`src/hw/rtl/assert_macros.svh`:
```
// Assertion macros shared by the RTL of the classifier.
// Each macro samples on the rising edge of clk and is disabled while rst is high.
`ifndef ASSERT_MACROS_SVH
`define ASSERT_MACROS_SVH

// The property must hold at every clock edge outside reset.
`define ASSERT_ALWAYS(label, prop, msg) \
  label: assert property (@(posedge clk) disable iff (rst) (prop)) else $error(msg);

// When the trigger holds, the consequence must hold at the next edge.
`define ASSERT_NEXT(label, trig, cons, msg) \
  label: assert property (@(posedge clk) disable iff (rst) (trig) |=> (cons)) else $error(msg);

`endif

```
`src/hw/rtl/msc_pkg.sv`:
```
// Package for the MIDI system-exclusive classifier: pattern tables, item types.
// Used by the stream interface, the matcher and the top level.
package msc_pkg;

  localparam int PAT_COUNT  = 4;
  localparam int POS_WIDTH  = 5;
  localparam int POS_DEPTH  = 1 << POS_WIDTH;
  localparam logic [POS_WIDTH-1:0] POS_MAX = POS_WIDTH'(POS_DEPTH - 1);

  // Bit index of each pattern in the alive and hit vectors.
  localparam int PAT_ID_REQUEST   = 0;
  localparam int PAT_ID_REPLY     = 1;
  localparam int PAT_DATA_SET     = 2;
  localparam int PAT_DATA_REQUEST = 3;

  // Bit 8 set marks a wildcard position that accepts any byte.
  localparam logic [8:0] ANY_BYTE = 9'h100;

  // Expected byte per pattern and position; positions past a pattern are wildcards.
  localparam logic [8:0] PAT_TABLE [PAT_COUNT][POS_DEPTH] = '{
    '{0: 9'h0F0, 1: 9'h07E, 3: 9'h006, 4: 9'h001, 5: 9'h0F7, default: ANY_BYTE},
    '{0: 9'h0F0, 1: 9'h07E, 3: 9'h006, 4: 9'h002, 5: 9'h041, 6: 9'h024,
      7: 9'h002, 8: 9'h000, 9: 9'h003, 14: 9'h0F7, default: ANY_BYTE},
    '{0: 9'h0F0, 1: 9'h041, 3: 9'h000, 4: 9'h000, 5: 9'h024, 6: 9'h012,
      default: ANY_BYTE},
    '{0: 9'h0F0, 1: 9'h041, 3: 9'h000, 4: 9'h000, 5: 9'h024, 6: 9'h011,
      16: 9'h0F7, default: ANY_BYTE}
  };

  localparam logic [POS_WIDTH-1:0] PAT_LEN [PAT_COUNT] = '{5'd6, 5'd15, 5'd13, 5'd17};

  // A set bit means the message must end exactly with the pattern.
  localparam logic [PAT_COUNT-1:0] PAT_EXACT = 4'b1011;

  typedef struct packed {
    logic [7:0] data_byte;
    logic       final_byte;
  } msg_item_t;

  typedef struct packed {
    logic is_identity_request;
    logic is_identity_reply;
    logic is_data_set;
    logic is_data_request;
  } class_item_t;

  // Matcher status: updated still-matching flags and the match flags for a final byte.
  typedef struct packed {
    logic [PAT_COUNT-1:0] alive;
    logic [PAT_COUNT-1:0] hit;
  } match_t;

endpackage

```
`src/hw/rtl/msc_stream_if.sv`:
```
// Valid/ready stream interface carrying one payload item per transfer.
// Depends on msc_pkg for the default payload type.
interface msc_stream_if #(
  parameter type payload_t = msc_pkg::msg_item_t
);
  logic     valid;
  logic     ready;
  payload_t payload;

  modport source (output valid, output payload, input ready);
  modport sink (input valid, input payload, output ready);
endinterface

```
`src/hw/rtl/midi_sysex_message_classifier.sv`:
```
// Top level of the MIDI system-exclusive message classifier.
// Depends on msc_pkg, msc_stream_if, msc_match and assert_macros.svh.
//
// Usage:
//   The msg channel takes one message byte per transfer, with final_byte set on
//   the last byte of each message. The result channel gives one item with four
//   match flags for each message, after its final byte. Non-final bytes give no
//   result.
//   Throughput is one byte per cycle while msg.ready is high: the byte position
//   and the still-matching flags update in the cycle a byte is taken, set by a
//   combinational compare against every pattern in the table.
//   The result register is loaded at the edge that takes the final byte and
//   shows the flags in the next cycle.
//   While the receiver stalls, the held result stays in the output register and
//   msg.ready is low; it is high whenever that register is empty or being emptied,
//   so bytes keep flowing while a taken result drains.
//   Reset (synchronous, active high) clears the byte position, sets all
//   still-matching flags and empties the result register; no clearing pass is
//   needed, the block is ready in the first cycle after reset.
`include "assert_macros.svh"

module midi_sysex_message_classifier (
  input logic          clk,
  input logic          rst,
  msc_stream_if.sink   msg,
  msc_stream_if.source result
);
  import msc_pkg::*;

  logic [POS_WIDTH-1:0] byte_position;
  logic [PAT_COUNT-1:0] pattern_alive;
  logic                 out_valid;
  class_item_t          out_item;
  match_t               status;
  logic                 msg_take;

  msc_match u_match (
    .pos       (byte_position),
    .alive     (pattern_alive),
    .data_byte (msg.payload.data_byte),
    .status    (status)
  );

  // msg.ready is high whenever the result register is empty or being emptied.
  assign msg.ready = !out_valid || result.ready;
  assign msg_take  = msg.valid && msg.ready;

  // Message state: position saturates, flags restart after each final byte.
  always_ff @(posedge clk) begin
    if (rst) begin
      byte_position <= '0;
      pattern_alive <= '1;
    end else if (msg_take) begin
      if (msg.payload.final_byte) begin
        byte_position <= '0;
        pattern_alive <= '1;
      end else begin
        pattern_alive <= status.alive;
        if (byte_position != POS_MAX) begin
          byte_position <= byte_position + POS_WIDTH'(1);
        end
      end
    end
  end

  // Result register valid flag.
  always_ff @(posedge clk) begin
    if (rst) begin
      out_valid <= 1'b0;
    end else if (msg_take && msg.payload.final_byte) begin
      out_valid <= 1'b1;
    end else if (result.ready) begin
      out_valid <= 1'b0;
    end
  end

  // Result payload, loaded with the match flags on a final byte.
  always_ff @(posedge clk) begin
    if (msg_take && msg.payload.final_byte) begin
      out_item.is_identity_request <= status.hit[PAT_ID_REQUEST];
      out_item.is_identity_reply   <= status.hit[PAT_ID_REPLY];
      out_item.is_data_set         <= status.hit[PAT_DATA_SET];
      out_item.is_data_request     <= status.hit[PAT_DATA_REQUEST];
    end
  end

  assign result.valid   = out_valid;
  assign result.payload = out_item;

  // A final byte returns the message state to its start values.
  `ASSERT_NEXT(a_restart_after_final, msg_take && msg.payload.final_byte,
    byte_position == '0 && pattern_alive == '1, "state not restarted after final byte")

  // A result appears only after a final byte was taken.
  `ASSERT_ALWAYS(a_result_from_final,
    $rose(out_valid) |-> $past(msg_take && msg.payload.final_byte),
    "result appeared without a final byte")

  // Patterns of different length or with different command bytes never both match.
  `ASSERT_ALWAYS(a_exclusive_flags,
    out_valid |-> !(out_item.is_identity_request && out_item.is_identity_reply) &&
    !(out_item.is_data_set && out_item.is_data_request),
    "mutually exclusive patterns both matched")
endmodule

```
`src/hw/rtl/msc_match.sv`:
```
// Per-byte pattern compare for the classifier: updates the still-matching flags and the match flags.
// Depends on msc_pkg for the pattern tables and the status struct.
module msc_match (
  input  logic [msc_pkg::POS_WIDTH-1:0] pos,
  input  logic [msc_pkg::PAT_COUNT-1:0] alive,
  input  logic [7:0]                    data_byte,
  output msc_pkg::match_t               status
);
  import msc_pkg::*;

  logic [8:0]           entry;
  logic                 keep;
  logic [POS_WIDTH-1:0] last_pos;

  // Compare the byte against every pattern at the current position.
  always_comb begin
    status   = '0;
    entry    = ANY_BYTE;
    keep     = 1'b0;
    last_pos = '0;
    for (int k = 0; k < PAT_COUNT; k++) begin
      entry = PAT_TABLE[k][pos];
      if (pos < PAT_LEN[k]) begin
        keep = entry[8] || (entry[7:0] == data_byte);
      end else begin
        keep = !PAT_EXACT[k];
      end
      status.alive[k] = alive[k] && keep;
      last_pos = PAT_LEN[k] - POS_WIDTH'(1);
      if (PAT_EXACT[k]) begin
        status.hit[k] = status.alive[k] && (pos == last_pos);
      end else begin
        status.hit[k] = status.alive[k] && (pos >= last_pos);
      end
    end
  end
endmodule
```
`src/flat_wrapper.sv`:
```
// flat-port wrapper written by rule: the top's interface ports become plain ports
module midi_sysex_message_classifier_flat import msc_pkg::*;
  (clk, rst, msg_valid, msg_payload, msg_ready, result_valid, result_payload, result_ready);
  msc_stream_if msg_i ();
  msc_stream_if result_i ();
  input logic clk;
  input logic rst;
  input wire logic [$bits(msg_i.valid)-1:0] msg_valid;
  input wire logic [$bits(msg_i.payload)-1:0] msg_payload;
  output wire logic [$bits(msg_i.ready)-1:0] msg_ready;
  output wire logic [$bits(result_i.valid)-1:0] result_valid;
  output wire logic [$bits(result_i.payload)-1:0] result_payload;
  input wire logic [$bits(result_i.ready)-1:0] result_ready;
  assign msg_i.valid = msg_valid;
  assign msg_i.payload = msg_payload;
  assign msg_ready = msg_i.ready;
  assign result_valid = result_i.valid;
  assign result_payload = result_i.payload;
  assign result_i.ready = result_ready;
  midi_sysex_message_classifier u_core (.clk(clk), .rst(rst), .msg(msg_i), .result(result_i));
endmodule
```
`config.mk`:
```
export PLATFORM = sky130hd
export DESIGN_NAME = midi_sysex_message_classifier_flat
export DESIGN_NICKNAME = d
export VERILOG_FILES = /design/src/hw/rtl/msc_pkg.sv /design/src/hw/rtl/msc_stream_if.sv /design/src/hw/rtl/midi_sysex_message_classifier.sv /design/src/hw/rtl/msc_match.sv /design/src/flat_wrapper.sv
export VERILOG_INCLUDE_DIRS = /design/src /design/src/hw/rtl
export SDC_FILE = /design/constraint.sdc
export NUM_CORES = 1
export LEC_CHECK = 0
export CORE_UTILIZATION = 35
export DETAILED_ROUTE_END_ITERATION = 10
export DONT_BUFFER_PORTS = 1
export RECOVER_POWER = 25
export SLEW_MARGIN = 30
export SYNTH_ARGS = -nofsm -noshare
export SYNTH_HDL_FRONTEND = slang
export SYNTH_SLANG_ARGS = --single-unit
```
`constraint.sdc`:
```
create_clock -name clk -period 6.6 [get_ports clk]
set_clock_uncertainty 0.1 [all_clocks]
set_input_delay 0.99 -clock clk [delete_from_list [all_inputs] [get_ports clk]]
set_output_delay 0.99 -clock clk [all_outputs]
set_load 0.02 [all_outputs]
```
==> reports/metrics.csv <==
stage,metric,value,unit
outcome,status,"finished, final reports clean",
timing,Fin Setup TNS,0,ns
detailed_routing,vias per inst,6.25,
timing,measured slew at the worst slew-check pin,0.905,ns
cts,CTS Sinks,14,
yosys,XOR/XNOR share of the synthesized area,5.92,%
detailed_routing,WL met2,1930,um
yosys,simple-gate area share of the yosys netlist,30.2,%
yosys,number of flops mapped to enable cells by yosys,4,
setup_path,cell family with most CP delay,flip-flops,
detailed_routing,DR WL/cell,17.0,um
setup_path,CP Class,reg -> reg,
timing,RSZ-0062 raised after global routing,false,
power_and_ir_drop,total power,215,uW
yosys,"Seq/Total Area, Yosys",19.7,%
floorplanning,I/O pin count,24,
cells_and_area,diode count,0,
cts,clk root buf,clkbuf_8,
global_route,first-pass GRT wire length,6580,um
detailed_routing,"antenna viol nets, final",0,
global_route,grt ovf,0,
detailed_routing,detailed-route wire length,4020,um
cells_and_area,Area Growth Syn to Fin,-1.61,%
timing,Finish-stage setup viols,0,
detailed_routing,DR pass1 iterations,5,
detailed_routing,Met3 Wirelength,369,um
power_and_ir_drop,LEAKAGE,0.613,nW
global_route,vias in the first global route,1329,
hold_path,Hold/Removal Path Class,reg -> reg,
setup_path,CP max FO,13,
cts,clk slew on worst S/H paths,0.06,ns
yosys,Synth Area in Compound Gates,22.3,%
setup_path,worst path bufs/invs,1,
yosys,post-synthesis adder-cell area fraction,3.84,%
setup_path,CP Data Arrival Time,2.60,ns
detailed_routing,Initial DRC Count,240,
global_route,initial antenna violation count,0,
yosys,Mapped Cells,195,
yosys,warnings from Yosys,0,
setup_path,CP max stage delay,0.63,ns
timing,max_slew headroom,39.6,%
cells_and_area,share of cells above drive strength 1,11.4,%
cells_and_area,Multi-input gate area,1130,um2
cells_and_area,"commonest non-fill, non-tap cell in the layout",a21oi_1,
power_and_ir_drop,pwr/cell area,134,nW/um2
cells_and_area,final-layout fill cell count,459,
placement,number of port buffers,0,
timing,Tcrit/Tclk final,39.8,%
cts,# Post-CTS Setup Buffers,0,
setup_path,crit-path cells,inv_1 > ha_1 > mux2_2 > a32oi_2 > xnor2_1 > a211o_1 > nor4_2,
cts,CTS tree,built,
setup_path,slowest CP cell,dfxtp_1,
power_and_ir_drop,maximum vdd drop,55.2,uV
yosys,Yosys cell types,65,
yosys,syn avg cell area,8.35,um2
floorplanning,die area,4930,um2
floorplanning,num rows,24,
yosys,largest family of logic cells by synthesized area,simple AND/OR/NAND/NOR gates,
placement,dpl hpwl,2810,um
cells_and_area,most frequent cells in the layout,"a21oi_1 (17), nor2_1 (16), dfxtp_1 (10)",
hold_path,Cells on Worst Hold Path,2,
floorplanning,Die Y,70.2,um
yosys,asr flop ratio synth,0,%
cts,H-tree levels,1,
setup_path,Critical Path Stages,7,
setup_path,Worst setup EP type,flip-flop,
detailed_routing,Met1 Wirelength,1700,um
cells_and_area,register area,320,um2
detailed_routing,vias after detailed routing,1481,
detailed_routing,Top Metal Used,met4,
timing,Final min period,2.63,ns
timing,Slew Limit Fails,0,
yosys,#FFs+latches synth,14,
yosys,ys flop type,dfxtp_1,
cts,post-CTS resize count,0,
floorplanning,Initial Util,36.9,%
cts,worst-skew pair later-pin latency,0.24,ns
placement,GP Congestion,0.826,
setup_path,cells on worst reg2reg path,7,
yosys,multiplexer share of the synthesized area,6.23,%
setup_path,"Data required, critical path",6.57,ns
yosys,Mapped Area,1630,um2
setup_path,Worst setup SP type,flip-flop,
timing,Final Hold Fails,0,
cts,CTS Buf Count,3,
global_route,largest net degree at the start of global routing,36,
cells_and_area,Final nets,204,
cts,CTS max path bufs,2,
cts,Post-CTS Hold Buffers,0,
job,Max Cap Violations,0,
detailed_routing,DRC,0,
global_route,Global Route Usage Sum,16.5,%
floorplanning,die width,70.2,um
timing,fmax,0.381,GHz
floorplanning,CORE AREA,4410,um2
## state kept, by name, summed over array words and instances, names as in the netlist
signal,flops
u_core.result.valid,1
u_core.pattern_alive,4
u_core.result.payload,4
u_core.byte_position,5
## final cells by class
type	count	area share (%)
well taps	52	4.06
repair buffers	2	0.937
multi-input cells	159	70.8
flip-flops and latches	14	20.0
inverters	6	1.41
clock buffers	3	2.58
clock inverters	1	0.234
## metal layers
metal,track usage (%),vias to the layer above
li1,-,699
met1,22.2,697
met2,25.9,81
met3,4.62,4
met4,4.22,0
met5,0,-
## worst register-to-register path, stage by stage, from the launching register on
cell and delay [ns]:
dfxtp_1 0.63, inv_1 0.18, ha_1 0.39, mux2_2 0.34, a32oi_2 0.18, xnor2_1 0.08
a211o_1 0.32, nor4_2 0.23
## worst paths after layout
path | from | end | slack, ns
max reg2reg | u_core.byte_position[1]$_SDFFE_PP0P_ | u_core.result.payload[2]$_DFFE_PP_ | 3.97
max | u_core.byte_position[1]$_SDFFE_PP0P_ | u_core.result.payload[2]$_DFFE_PP_ | 3.97
min | u_core.pattern_alive[3]$_SDFFE_PP1P_ | u_core.pattern_alive[3]$_SDFFE_PP1P_ | 0.38
min reg2reg | u_core.pattern_alive[3]$_SDFFE_PP1P_ | u_core.pattern_alive[3]$_SDFFE_PP1P_ | 0.38
## through the flow
stage          instances  worst slack [ns]  instance area [um2]  hold WS [ns]  util [%]
5_1_grt              237              3.82                 1600         0.412      36.3
3_3_place_gp         233              3.91                 1560         0.384      35.3
4_1_cts              237              4.01                 1600         0.374      36.3
2_1_floorplan        199              4.15                 1640         0.336         -
3_5_place_dp         233              3.96                 1560         0.359      35.3
6_report             237              3.97                 1600         0.380      36.3
## where the power goes
part	switching, mW	leakage [nW]	internal (mW)
sequential	0.00435	0.121	0.0920
combinational	0.0260	0.469	0.0208
clock	0.0306	0.0231	0.0412
## cell usage after synthesis (4+ instances only)
cell / number / area, um2
a21oi_1: 17 / 85.1
xnor2_1: 5 / 43.8
xor2_1: 6 / 52.6
ha_1: 5 / 62.6
mux2i_1: 9 / 90.1
inv_1: 6 / 22.5
nand2_1: 5 / 18.8
nor2_1: 16 / 60.1
buf_4: 5 / 37.5
buf_2: 7 / 35.0
edfxtp_1: 4 / 120
o21ai_0: 8 / 40.0
buf_6: 6 / 67.6
nor3_1: 5 / 25.0
dfxtp_1: 10 / 200
and3_1: 4 / 25.0
nand2b_1: 5 / 31.3
## cell families after synthesis
| kind of cell | after synthesis |
|---|---|
| buffers and inverters | 26 |
| multiplexers | 10 |
| AND/OR/NAND/NOR | 75 |
| AO/OA/AOI/OAI | 53 |
| flip-flops | 14 |
| adder cells (fa/ha/maj) | 5 |
| other | 1 |
| XOR/XNOR | 11 |
No activity file was read; power rests on OpenSTA's default activity.
